<file path="src/design/tlr_pkg.sv">
// Shared types and constants of the thick line rasterizer.
// Used by tlr_line, tlr_ctrl and thick_line_rasterizer_top; no dependencies.
`timescale 1ns / 1ps
`default_nettype none

package tlr_pkg;

    localparam int COORD_BITS_DEF = 13;
    localparam int MAX_BRUSH_DEF  = 7;

    localparam int CANVAS_BITS = 13;
    localparam int OFS_BITS    = 3;
    localparam int HALF_BITS   = 2;

    localparam logic [CANVAS_BITS-1:0] CANVAS_W_RESET = 13'd1024;
    localparam logic [CANVAS_BITS-1:0] CANVAS_H_RESET = 13'd768;

    localparam logic OP_START = 1'b0;
    localparam logic OP_STEP  = 1'b1;

    localparam logic REG_CANVAS_W = 1'b0;
    localparam logic REG_CANVAS_H = 1'b1;

    typedef enum logic [1:0] {
        ST_IDLE,
        ST_NULL,
        ST_STAMP,
        ST_ADVANCE
    } seq_state_t;

    typedef struct packed {
        logic load;
        logic advance;
    } line_ctrl_t;

    typedef struct packed {
        logic                 active;
        logic                 done;
        logic [HALF_BITS-1:0] half;
    } line_stat_t;

    typedef struct packed {
        logic                       valid;
        logic                       null_beat;
        logic                       last;
        logic signed [OFS_BITS-1:0] ox;
        logic signed [OFS_BITS-1:0] oy;
    } emit_t;

endpackage

`default_nettype wire

</file>
<file path="src/design/thick_line_rasterizer_top.sv">
// Top level of the thick line rasterizer: canvas registers, pixel offset and
// clip unit, output register. Instantiates tlr_ctrl and tlr_line; uses tlr_pkg.
//
//   port group   dir   flow
//   s_*          in    start / step beats, valid-ready
//   m_*          out   stamp pixel beats, valid-ready
//   cfg_*        in    canvas width / height writes, no wait
//
// A start beat loads the line and leaves the sequencer idle and ready.
// A step beat stamps (2*half+1)^2 pixels, one a cycle while the output is
// free, through the shared offset/clip unit, then makes one error update.
// A step with no active line sends a single null beat with m_line_done set.
// Reset is synchronous: no line is active and the canvas is 1024 by 768.
`timescale 1ns / 1ps
`default_nettype none

module thick_line_rasterizer_top
    import tlr_pkg::*;
#(
    parameter int COORD_BITS = COORD_BITS_DEF,
    parameter int MAX_BRUSH  = MAX_BRUSH_DEF
) (
    input  wire logic                         aclk,
    input  wire logic                         aresetn,
    input  wire logic                         s_valid,
    output logic                              s_ready,
    input  wire logic                         s_opcode,
    input  wire logic signed [COORD_BITS-1:0] s_first_x,
    input  wire logic signed [COORD_BITS-1:0] s_first_y,
    input  wire logic signed [COORD_BITS-1:0] s_final_x,
    input  wire logic signed [COORD_BITS-1:0] s_final_y,
    input  wire logic        [2:0]            s_brush_size,
    input  wire logic        [31:0]           s_ink,
    output logic                              m_valid,
    input  wire logic                         m_ready,
    output logic signed [COORD_BITS:0]        m_pixel_x,
    output logic signed [COORD_BITS:0]        m_pixel_y,
    output logic        [31:0]                m_pixel_ink,
    output logic                              m_plot,
    output logic                              m_stamp_last,
    output logic                              m_line_done,
    input  wire logic                         cfg_wr_en,
    input  wire logic                         cfg_index,
    input  wire logic [CANVAS_BITS-1:0]       cfg_wdata
);

    localparam int PIX_W = COORD_BITS + 1;

    logic [CANVAS_BITS-1:0] canvas_w_reg, canvas_h_reg;

    line_ctrl_t ctrl;
    line_stat_t stat;
    emit_t      emit;
    logic       out_free;

    logic signed [COORD_BITS-1:0] cur_x, cur_y;
    logic        [31:0]           line_ink;
    logic signed [PIX_W-1:0]      px, py;
    logic                         plot;

    logic                    m_valid_reg;
    logic signed [PIX_W-1:0] m_pixel_x_reg, m_pixel_y_reg;
    logic        [31:0]      m_pixel_ink_reg;
    logic                    m_plot_reg, m_stamp_last_reg, m_line_done_reg;

    always_ff @(posedge aclk) begin
        if (!aresetn) begin
            canvas_w_reg <= CANVAS_W_RESET;
            canvas_h_reg <= CANVAS_H_RESET;
        end else if (cfg_wr_en) begin
            if (cfg_index == REG_CANVAS_W) begin
                canvas_w_reg <= cfg_wdata;
            end
            if (cfg_index == REG_CANVAS_H) begin
                canvas_h_reg <= cfg_wdata;
            end
        end
    end

    assign out_free = !m_valid_reg || m_ready;

    tlr_ctrl u_ctrl (
        .aclk     (aclk),
        .aresetn  (aresetn),
        .s_valid  (s_valid),
        .s_opcode (s_opcode),
        .out_free (out_free),
        .stat     (stat),
        .s_ready  (s_ready),
        .ctrl     (ctrl),
        .emit     (emit)
    );

    tlr_line #(
        .COORD_BITS (COORD_BITS),
        .MAX_BRUSH  (MAX_BRUSH)
    ) u_line (
        .aclk       (aclk),
        .aresetn    (aresetn),
        .ctrl       (ctrl),
        .first_x    (s_first_x),
        .first_y    (s_first_y),
        .final_x    (s_final_x),
        .final_y    (s_final_y),
        .brush_size (s_brush_size),
        .ink        (s_ink),
        .stat       (stat),
        .cur_x      (cur_x),
        .cur_y      (cur_y),
        .line_ink   (line_ink)
    );

    assign px = PIX_W'(cur_x) + PIX_W'(emit.ox);
    assign py = PIX_W'(cur_y) + PIX_W'(emit.oy);

    assign plot = !px[PIX_W-1] && !py[PIX_W-1] &&
                  ({{CANVAS_BITS{1'b0}}, px} < {{PIX_W{1'b0}}, canvas_w_reg}) &&
                  ({{CANVAS_BITS{1'b0}}, py} < {{PIX_W{1'b0}}, canvas_h_reg});

    always_ff @(posedge aclk) begin
        if (!aresetn) begin
            m_valid_reg <= 1'b0;
        end else if (emit.valid) begin
            m_valid_reg <= 1'b1;
        end else if (m_ready) begin
            m_valid_reg <= 1'b0;
        end
    end

    always_ff @(posedge aclk) begin
        if (emit.valid) begin
            if (emit.null_beat) begin
                m_pixel_x_reg   <= '0;
                m_pixel_y_reg   <= '0;
                m_pixel_ink_reg <= '0;
                m_plot_reg      <= 1'b0;
                m_line_done_reg <= 1'b1;
            end else begin
                m_pixel_x_reg   <= px;
                m_pixel_y_reg   <= py;
                m_pixel_ink_reg <= line_ink;
                m_plot_reg      <= plot;
                m_line_done_reg <= stat.done;
            end
            m_stamp_last_reg <= emit.last;
        end
    end

    assign m_valid      = m_valid_reg;
    assign m_pixel_x    = m_pixel_x_reg;
    assign m_pixel_y    = m_pixel_y_reg;
    assign m_pixel_ink  = m_pixel_ink_reg;
    assign m_plot       = m_plot_reg;
    assign m_stamp_last = m_stamp_last_reg;
    assign m_line_done  = m_line_done_reg;

`ifndef SYNTHESIS
    a_step_drops_ready: assert property (@(posedge aclk) disable iff (!aresetn)
        s_valid && s_ready && s_opcode == OP_STEP |=> !s_ready)
        else $error("step beat did not drop ready");

    a_start_keeps_ready: assert property (@(posedge aclk) disable iff (!aresetn)
        s_valid && s_ready && s_opcode == OP_START |=> s_ready)
        else $error("start beat left the sequencer busy");

    a_emit_into_free: assert property (@(posedge aclk) disable iff (!aresetn)
        emit.valid |-> out_free)
        else $error("pixel beat overwrote a pending result");

    a_plot_nonneg: assert property (@(posedge aclk) disable iff (!aresetn)
        m_valid && m_plot |-> !m_pixel_x[PIX_W-1] && !m_pixel_y[PIX_W-1])
        else $error("plotted pixel has a negative coordinate");
`endif

endmodule

`default_nettype wire

</file>
<file path="src/design/tlr_line.sv">
// Line state of the rasterizer: endpoints, spans, error term, brush and ink.
// Loads on a start beat and takes one error-rule step per advance. Uses tlr_pkg.
`timescale 1ns / 1ps
`default_nettype none

module tlr_line
    import tlr_pkg::*;
#(
    parameter int COORD_BITS = COORD_BITS_DEF,
    parameter int MAX_BRUSH  = MAX_BRUSH_DEF
) (
    input  wire logic                         aclk,
    input  wire logic                         aresetn,
    input  wire line_ctrl_t                   ctrl,
    input  wire logic signed [COORD_BITS-1:0] first_x,
    input  wire logic signed [COORD_BITS-1:0] first_y,
    input  wire logic signed [COORD_BITS-1:0] final_x,
    input  wire logic signed [COORD_BITS-1:0] final_y,
    input  wire logic        [2:0]            brush_size,
    input  wire logic        [31:0]           ink,
    output line_stat_t                        stat,
    output logic signed [COORD_BITS-1:0]      cur_x,
    output logic signed [COORD_BITS-1:0]      cur_y,
    output logic        [31:0]                line_ink
);

    localparam int ERR_W = COORD_BITS + 3;
    localparam logic [2:0] MAX_B = 3'(MAX_BRUSH);
    localparam logic signed [COORD_BITS-1:0] COORD_ONE = COORD_BITS'(1);

    logic signed [COORD_BITS-1:0] cur_x_reg, cur_x_next;
    logic signed [COORD_BITS-1:0] cur_y_reg, cur_y_next;
    logic signed [COORD_BITS-1:0] goal_x_reg, goal_y_reg;
    logic signed [ERR_W-1:0]      span_x_reg, span_y_reg;
    logic signed [ERR_W-1:0]      span_x_next, span_y_next;
    logic signed [ERR_W-1:0]      err_reg, err_next;
    logic        [1:0]            dirs_reg;
    logic        [HALF_BITS-1:0]  half_reg;
    logic        [31:0]           ink_reg;
    logic                         active_reg, active_next;

    logic signed [ERR_W-1:0] fx_w, fy_w, tx_w, ty_w;
    logic signed [ERR_W:0]   e2;
    logic signed [ERR_W:0]   neg_span_y_w, span_x_w;
    logic        [2:0]       brush_cap;
    logic                    done;
    logic                    step_x, step_y;

    assign fx_w = ERR_W'(first_x);
    assign fy_w = ERR_W'(first_y);
    assign tx_w = ERR_W'(final_x);
    assign ty_w = ERR_W'(final_y);

    assign span_x_next = (tx_w > fx_w) ? (tx_w - fx_w) : (fx_w - tx_w);
    assign span_y_next = (ty_w > fy_w) ? (ty_w - fy_w) : (fy_w - ty_w);
    assign brush_cap   = (brush_size > MAX_B) ? MAX_B : brush_size;

    assign done = (cur_x_reg == goal_x_reg) && (cur_y_reg == goal_y_reg);

    assign e2           = (ERR_W + 1)'(err_reg) <<< 1;
    assign neg_span_y_w = -((ERR_W + 1)'(span_y_reg));
    assign span_x_w     = (ERR_W + 1)'(span_x_reg);
    assign step_x       = e2 > neg_span_y_w;
    assign step_y       = e2 < span_x_w;

    always_comb begin
        cur_x_next  = cur_x_reg;
        cur_y_next  = cur_y_reg;
        err_next    = err_reg;
        active_next = active_reg;
        if (ctrl.advance) begin
            if (done) begin
                active_next = 1'b0;
            end else begin
                if (step_x) begin
                    cur_x_next = dirs_reg[0] ? cur_x_reg + COORD_ONE : cur_x_reg - COORD_ONE;
                end
                if (step_x && step_y) begin
                    err_next = err_reg - span_y_reg + span_x_reg;
                end else if (step_x) begin
                    err_next = err_reg - span_y_reg;
                end else if (step_y) begin
                    err_next = err_reg + span_x_reg;
                end
                if (step_y) begin
                    cur_y_next = dirs_reg[1] ? cur_y_reg + COORD_ONE : cur_y_reg - COORD_ONE;
                end
            end
        end
    end

    always_ff @(posedge aclk) begin
        if (!aresetn) begin
            active_reg <= 1'b0;
        end else if (ctrl.load) begin
            active_reg <= 1'b1;
        end else begin
            active_reg <= active_next;
        end
    end

    always_ff @(posedge aclk) begin
        if (ctrl.load) begin
            cur_x_reg  <= first_x;
            cur_y_reg  <= first_y;
            goal_x_reg <= final_x;
            goal_y_reg <= final_y;
            span_x_reg <= span_x_next;
            span_y_reg <= span_y_next;
            err_reg    <= span_x_next - span_y_next;
            dirs_reg   <= {first_y < final_y, first_x < final_x};
            half_reg   <= brush_cap[2:1];
            ink_reg    <= ink;
        end else begin
            cur_x_reg <= cur_x_next;
            cur_y_reg <= cur_y_next;
            err_reg   <= err_next;
        end
    end

    assign stat.active = active_reg;
    assign stat.done   = done;
    assign stat.half   = half_reg;
    assign cur_x       = cur_x_reg;
    assign cur_y       = cur_y_reg;
    assign line_ink    = ink_reg;

endmodule

`default_nettype wire

</file>
<file path="src/design/tlr_ctrl.sv">
// Sequencer of the rasterizer: input handshake, stamp offset counters and
// the beat/advance schedule of one step. Uses tlr_pkg.
`timescale 1ns / 1ps
`default_nettype none

module tlr_ctrl
    import tlr_pkg::*;
(
    input  wire logic       aclk,
    input  wire logic       aresetn,
    input  wire logic       s_valid,
    input  wire logic       s_opcode,
    input  wire logic       out_free,
    input  wire line_stat_t stat,
    output logic            s_ready,
    output line_ctrl_t      ctrl,
    output emit_t           emit
);

    localparam logic signed [OFS_BITS-1:0] OFS_ONE = OFS_BITS'(1);

    seq_state_t state_reg, state_next;

    logic signed [OFS_BITS-1:0] ox_reg, ox_next;
    logic signed [OFS_BITS-1:0] oy_reg, oy_next;
    logic signed [OFS_BITS-1:0] h;
    logic                       accept;
    logic                       last;

    assign h      = signed'({1'b0, stat.half});
    assign accept = s_valid && (state_reg == ST_IDLE);
    assign last   = (ox_reg == h) && (oy_reg == h);

    always_comb begin
        state_next = state_reg;
        case (state_reg)
            ST_IDLE: begin
                if (accept && s_opcode == OP_STEP) begin
                    state_next = stat.active ? ST_STAMP : ST_NULL;
                end
            end
            ST_NULL: begin
                if (out_free) begin
                    state_next = ST_IDLE;
                end
            end
            ST_STAMP: begin
                if (out_free && last) begin
                    state_next = ST_ADVANCE;
                end
            end
            ST_ADVANCE: begin
                state_next = ST_IDLE;
            end
            default: begin
                state_next = ST_IDLE;
            end
        endcase
    end

    always_comb begin
        s_ready        = 1'b0;
        ctrl.load      = 1'b0;
        ctrl.advance   = 1'b0;
        emit.valid     = 1'b0;
        emit.null_beat = 1'b0;
        emit.last      = 1'b0;
        emit.ox        = ox_reg;
        emit.oy        = oy_reg;
        case (state_reg)
            ST_IDLE: begin
                s_ready   = 1'b1;
                ctrl.load = accept && (s_opcode == OP_START);
            end
            ST_NULL: begin
                emit.valid     = out_free;
                emit.null_beat = 1'b1;
                emit.last      = 1'b1;
            end
            ST_STAMP: begin
                emit.valid = out_free;
                emit.last  = last;
            end
            ST_ADVANCE: begin
                ctrl.advance = 1'b1;
            end
            default: begin
                s_ready = 1'b0;
            end
        endcase
    end

    always_comb begin
        ox_next = ox_reg;
        oy_next = oy_reg;
        if (state_reg == ST_IDLE) begin
            ox_next = -h;
            oy_next = -h;
        end else if (state_reg == ST_STAMP && out_free && !last) begin
            if (ox_reg == h) begin
                ox_next = -h;
                oy_next = oy_reg + OFS_ONE;
            end else begin
                ox_next = ox_reg + OFS_ONE;
            end
        end
    end

    always_ff @(posedge aclk) begin
        if (!aresetn) begin
            state_reg <= ST_IDLE;
        end else begin
            state_reg <= state_next;
        end
    end

    always_ff @(posedge aclk) begin
        ox_reg <= ox_next;
        oy_reg <= oy_next;
    end

endmodule

`default_nettype wire
</file>
<file path="config.mk">
export PLATFORM = sky130hd
export DESIGN_NAME = thick_line_rasterizer_top
export DESIGN_NICKNAME = d
export VERILOG_FILES = /design/src/design/tlr_pkg.sv /design/src/design/thick_line_rasterizer_top.sv /design/src/design/tlr_line.sv /design/src/design/tlr_ctrl.sv
export SDC_FILE = /design/constraint.sdc
export NUM_CORES = 1
export LEC_CHECK = 0
export ABC_AREA = 1
export CAP_MARGIN = 0
export CORE_MARGIN = 4
export CORE_UTILIZATION = 55
export CTS_CLUSTER_SIZE = 24
export DETAILED_ROUTE_END_ITERATION = 8
export DONT_BUFFER_PORTS = 1
export PLACE_DENSITY = 0.78
export SKIP_CTS_REPAIR_TIMING = 1
export SYNTH_ARGS = -nofsm -noshare
export SYNTH_HDL_FRONTEND = slang
export SYNTH_HIERARCHICAL = 1
export SYNTH_SLANG_ARGS = --single-unit
</file>
<file path="constraint.sdc">
create_clock -name aclk -period 14.6 [get_ports aclk]
set_clock_uncertainty 0.2 [all_clocks]
set_input_delay 2.92 -clock aclk [delete_from_list [all_inputs] [get_ports aclk]]
set_output_delay 2.92 -clock aclk [all_outputs]
set_load 0.03 [all_outputs]
</file>
==> summary.txt <==
Power
  – Switching power share of the total: 49.68%
  – Comb pwr share: 58.2%
  – Cell leakage power: 10.14 nW
  – Sequential power share: 27.6%
  – Power Dens Cells: 249.8 nW/um^2
  – Int Power: 2.612 mW
  – VDD IR max: 0.1299 mV
  – Switching pwr: 2.580 mW
  – Clock share of power: 14.2%

CTS
  – Num CTS Buffers: 27
  – Clk sink count: 231
  – Worst skew pair latency: 560 ps
  – Longest Clk Path Bufs: 3
  – CTS tree: built
  – Htree depth: 1
  – Clock-pin slew on the worst setup and hold paths: 60 ps
  – Root Driver: clkbuf_16

Finish
  – Area occupied by multi-input gates: 10,940 um^2
  – Final instance area: 20,780 um^2
  – N_diodes: 0
  – Share of layout cells above drive strength 1: 5.288%
  – Fill count: 3,070
  – Area grow syn2layout: 6.830%
  – Final nets: 2,857
  – Storage element area: 6636 um^2

Detailed routing
  – Met2 routed WL: 23,510 um
  – Drt first-iter violations: 1,268
  – Via density: 5.544
  – Routed wire length: 51,190 um
  – Post-route ant nets: 0
  – Max Used Layer: met4
  – TritonRoute pass-1 iters: 5
  – Via count: 16.57k
  – Met3 WL: 4214 um
  – Metal1 wirelength: 21,980 um
  – Per-cell routed wire length: 17.13 um
  – # DRC: 0

Worst setup path
  – Slowest CP cell: fa_1
  – Levels on crit path: 21
  – CP cell instances: inv_1 -> ha_1 -> inv_1 -> fa_1 -> nand2_1 -> nand2_2 -> a21oi_2 -> or2_4 -> o2111ai_2 -> nand2_4 -> o21ai_0 -> nand2_1 -> inv_1 -> ha_1 -> a21oi_1 -> a21boi_0 -> o21ai_0 -> a21oi_1 -> xor2_1 -> nand2_1 -> nand2_1
  – Biggest cell delay along the critical path: 430 ps
  – Setup crit end: u_line/err_reg[9]
  – Number of buffers and inverters on the critical path: 3
  – Critical path arrival: 6950 ps
  – Cell depth of the worst flop-to-flop path: 21
  – Startpoint Class: input pin
  – Critical path class: input pin to register
  – Kind of cell adding the most delay to the critical path: compound AO/OA/AOI/OAI gates
  – Most frequent CP cell: nand2_1
  – Reg2reg setup slack: 9890 ps
  – Critical path origin: s_final_x[0]
  – R2R Path End: u_line/err_reg[13]
  – Reg2reg start: u_line/span_y_reg[1]
  – Crit path max fanout: 15
  – Worst EP required: 14,820 ps
  – CP endpoint kind: register

Placed design
  – IO buf count: 0
  – DP Wirelength: 41,220 um
  – GPL Wtd Cong: 0.9889
  – DP Area: 19,800 um^2

Floorplanning
  – Die Wd: 196.1 um
  – DIE AREA: 38,450 um^2
  – Io pins: 172
  – Die height: 196.1 um
  – Site row count: 68
  – Core Box Area: 34,710 um^2
  – Initial Util: 56.04%

Synth
  – Post-synth ARST share: 0%
  – FF+latch count, synth: 231
  – Area contributors post-synth: edfxtp_1, ha_1, nand2_1
  – Main flop type after synthesis: edfxtp_1
  – Cell count after synthesis: 2,528
  – Synthesized area: 19,450 um^2
  – Synth top area share: 31.02%
  – Post-synthesis sequential area ratio: 34.11%
  – Yosys warning count: 6
  – Post-synth top area cell: edfxtp_1
  – Unique masters post-synth: 57
  – Mapped Nets: 2,872
  – Post-synth EDFFs: 201
  – Average size of a mapped cell: 7.696 um^2

STA
  – # setup viols final: 0
  – Pins over their slew limit: 0
  – RSZ-0062 raised after global routing: false
  – Pin slew with the least headroom to its limit: 986.6 ps
  – Peak Freq: 148.6 MHz
  – Final Critical Period: 6732 ps
  – Final worst-path cycle share: 46.11%
  – Setup TNS: 0 ps
  – Final hold vios: 0
  – Slew Limit Headroom: 33.62%

Global route
  – Vias in the first global route: 16.15k
  – Antenna violations before repair: 0
  – First-pass GRT wire length: 82,020 um
  – Remaining Overflow, GRT: 0
  – Largest net degree at the start of global routing: 72
  – Total track usage: 25.85%

Run status
  – Status: finished, final reports clean

Job
  – Max Cap Viol: 0

Min path
  – HP Class: register to register
[power groups by stage]
stage | sequential (mW) | clock [mW] | combinational (mW)
4_1_cts | 1.43 | 0.751 | 3.00
3_5_place_dp | 1.45 | 0 | 2.98
6_report | 1.43 | 0.737 | 3.02
2_1_floorplan | 1.39 | 0 | 2.34
5_1_grt | 1.45 | 0.781 | 3.45
3_3_place_gp | 1.43 | 0 | 2.86
[layout make-up]
| type | instances | share of cell area, % |
|---|---|---|
| inverters | 429 | 7.748 |
| multi-input cells | 1819 | 52.65 |
| clock inverters | 12 | 0.8970 |
| clock buffers | 38 | 3.853 |
| flip-flops and latches | 231 | 31.93 |
| repair buffers | 5 | 0.1806 |
| well taps | 455 | 2.739 |
[cells in the final DEF (no fill, tap or decap), drive strengths merged, types with 2 or more instances in the layout]
| master | n |
|---|---|
| nand2 | 599 |
| o2111ai | 6 |
| nor3 | 28 |
| a21boi | 7 |
| a31oi | 18 |
| bufinv | 4 |
| a21oi | 198 |
| dfxtp | 30 |
| nand3 | 154 |
| a31o | 3 |
| o21bai | 17 |
| nand4 | 26 |
| and3 | 2 |
| xor2 | 87 |
| a221oi | 2 |
| or2 | 25 |
| o31ai | 2 |
| clkinv | 5 |
| a21o | 16 |
| o21a | 3 |
| ha | 225 |
| clkbuf | 38 |
| edfxtp | 201 |
| o211ai | 11 |
| nor2 | 190 |
| o21ai | 140 |
| nand3b | 6 |
| and2 | 2 |
| fa | 12 |
| nor4 | 4 |
| buf | 5 |
| xnor2 | 34 |
| inv | 432 |
[routing by layer]
| metal | track usage (%) | vias to the layer above |
|---|---|---|
| met5 | 0 | - |
| met1 | 33.78 | 7676 |
| met2 | 43.62 | 510 |
| li1 | - | 8293 |
| met3 | 5.598 | 92 |
| met4 | 7.086 | 0 |
[worst min-delay path by stage]
| stage | startpoint | cells after the start | end |
|---|---|---|---|
| final | canvas_h_reg[12] | 2 | canvas_h_reg[12] |
| after global routing | canvas_h_reg[11] | 2 | canvas_h_reg[11] |
| after CTS | canvas_h_reg[12] | 2 | canvas_h_reg[12] |
| after detailed placement | canvas_h_reg[12] | 2 | canvas_h_reg[12] |
| after global placement | canvas_w_reg[11] | 2 | canvas_w_reg[11] |
| after floorplan | canvas_h_reg[12] | 2 | canvas_h_reg[12] |
[cells in the mapped netlist, types with 22 or more instances]
cell type  number
o21ai_0       129
clkbuf_1       22
nor2_1        182
nand4_1        26
edfxtp_1      201
a21oi_1       195
ha_1          225
dfxtp_1        30
nor3_1         26
xor2_1         87
inv_1         420
xnor2_1        34
nand2_1       579
nand3_1       144
[cell families after synthesis]
kind of cell / count (synthesis) / synth area share (%)
compound gates: 424 / 12.17
xor+xnor: 121 / 5.447
fa+ha+maj: 237 / 15.71
buf+inv: 478 / 9.692
flops: 231 / 34.11
simple gates: 1037 / 22.88
[stage by stage]
stage | std cells | hold slack [ps] | util [%] | total power, mW | setup slack (ps)
floorplan | 2528 | 234.7 | - | 3.723 | 6006
global placement | 2939 | 245.5 | 57.03 | 4.298 | 7485
detailed placement | 2939 | 250.8 | 57.03 | 4.423 | 7437
CTS | 2989 | 261.1 | 59.87 | 5.185 | 7998
global route | 2989 | 288.0 | 59.87 | 5.682 | 7524
finish | 2989 | 260.0 | 59.87 | 5.192 | 7868
[tightest hold or removal path, stage by stage, from the launching register on]
cell	delay (ps)
dfxtp_1	300
inv_1	60
a21oi_1	60
Power figures use the tool's default switching activity.
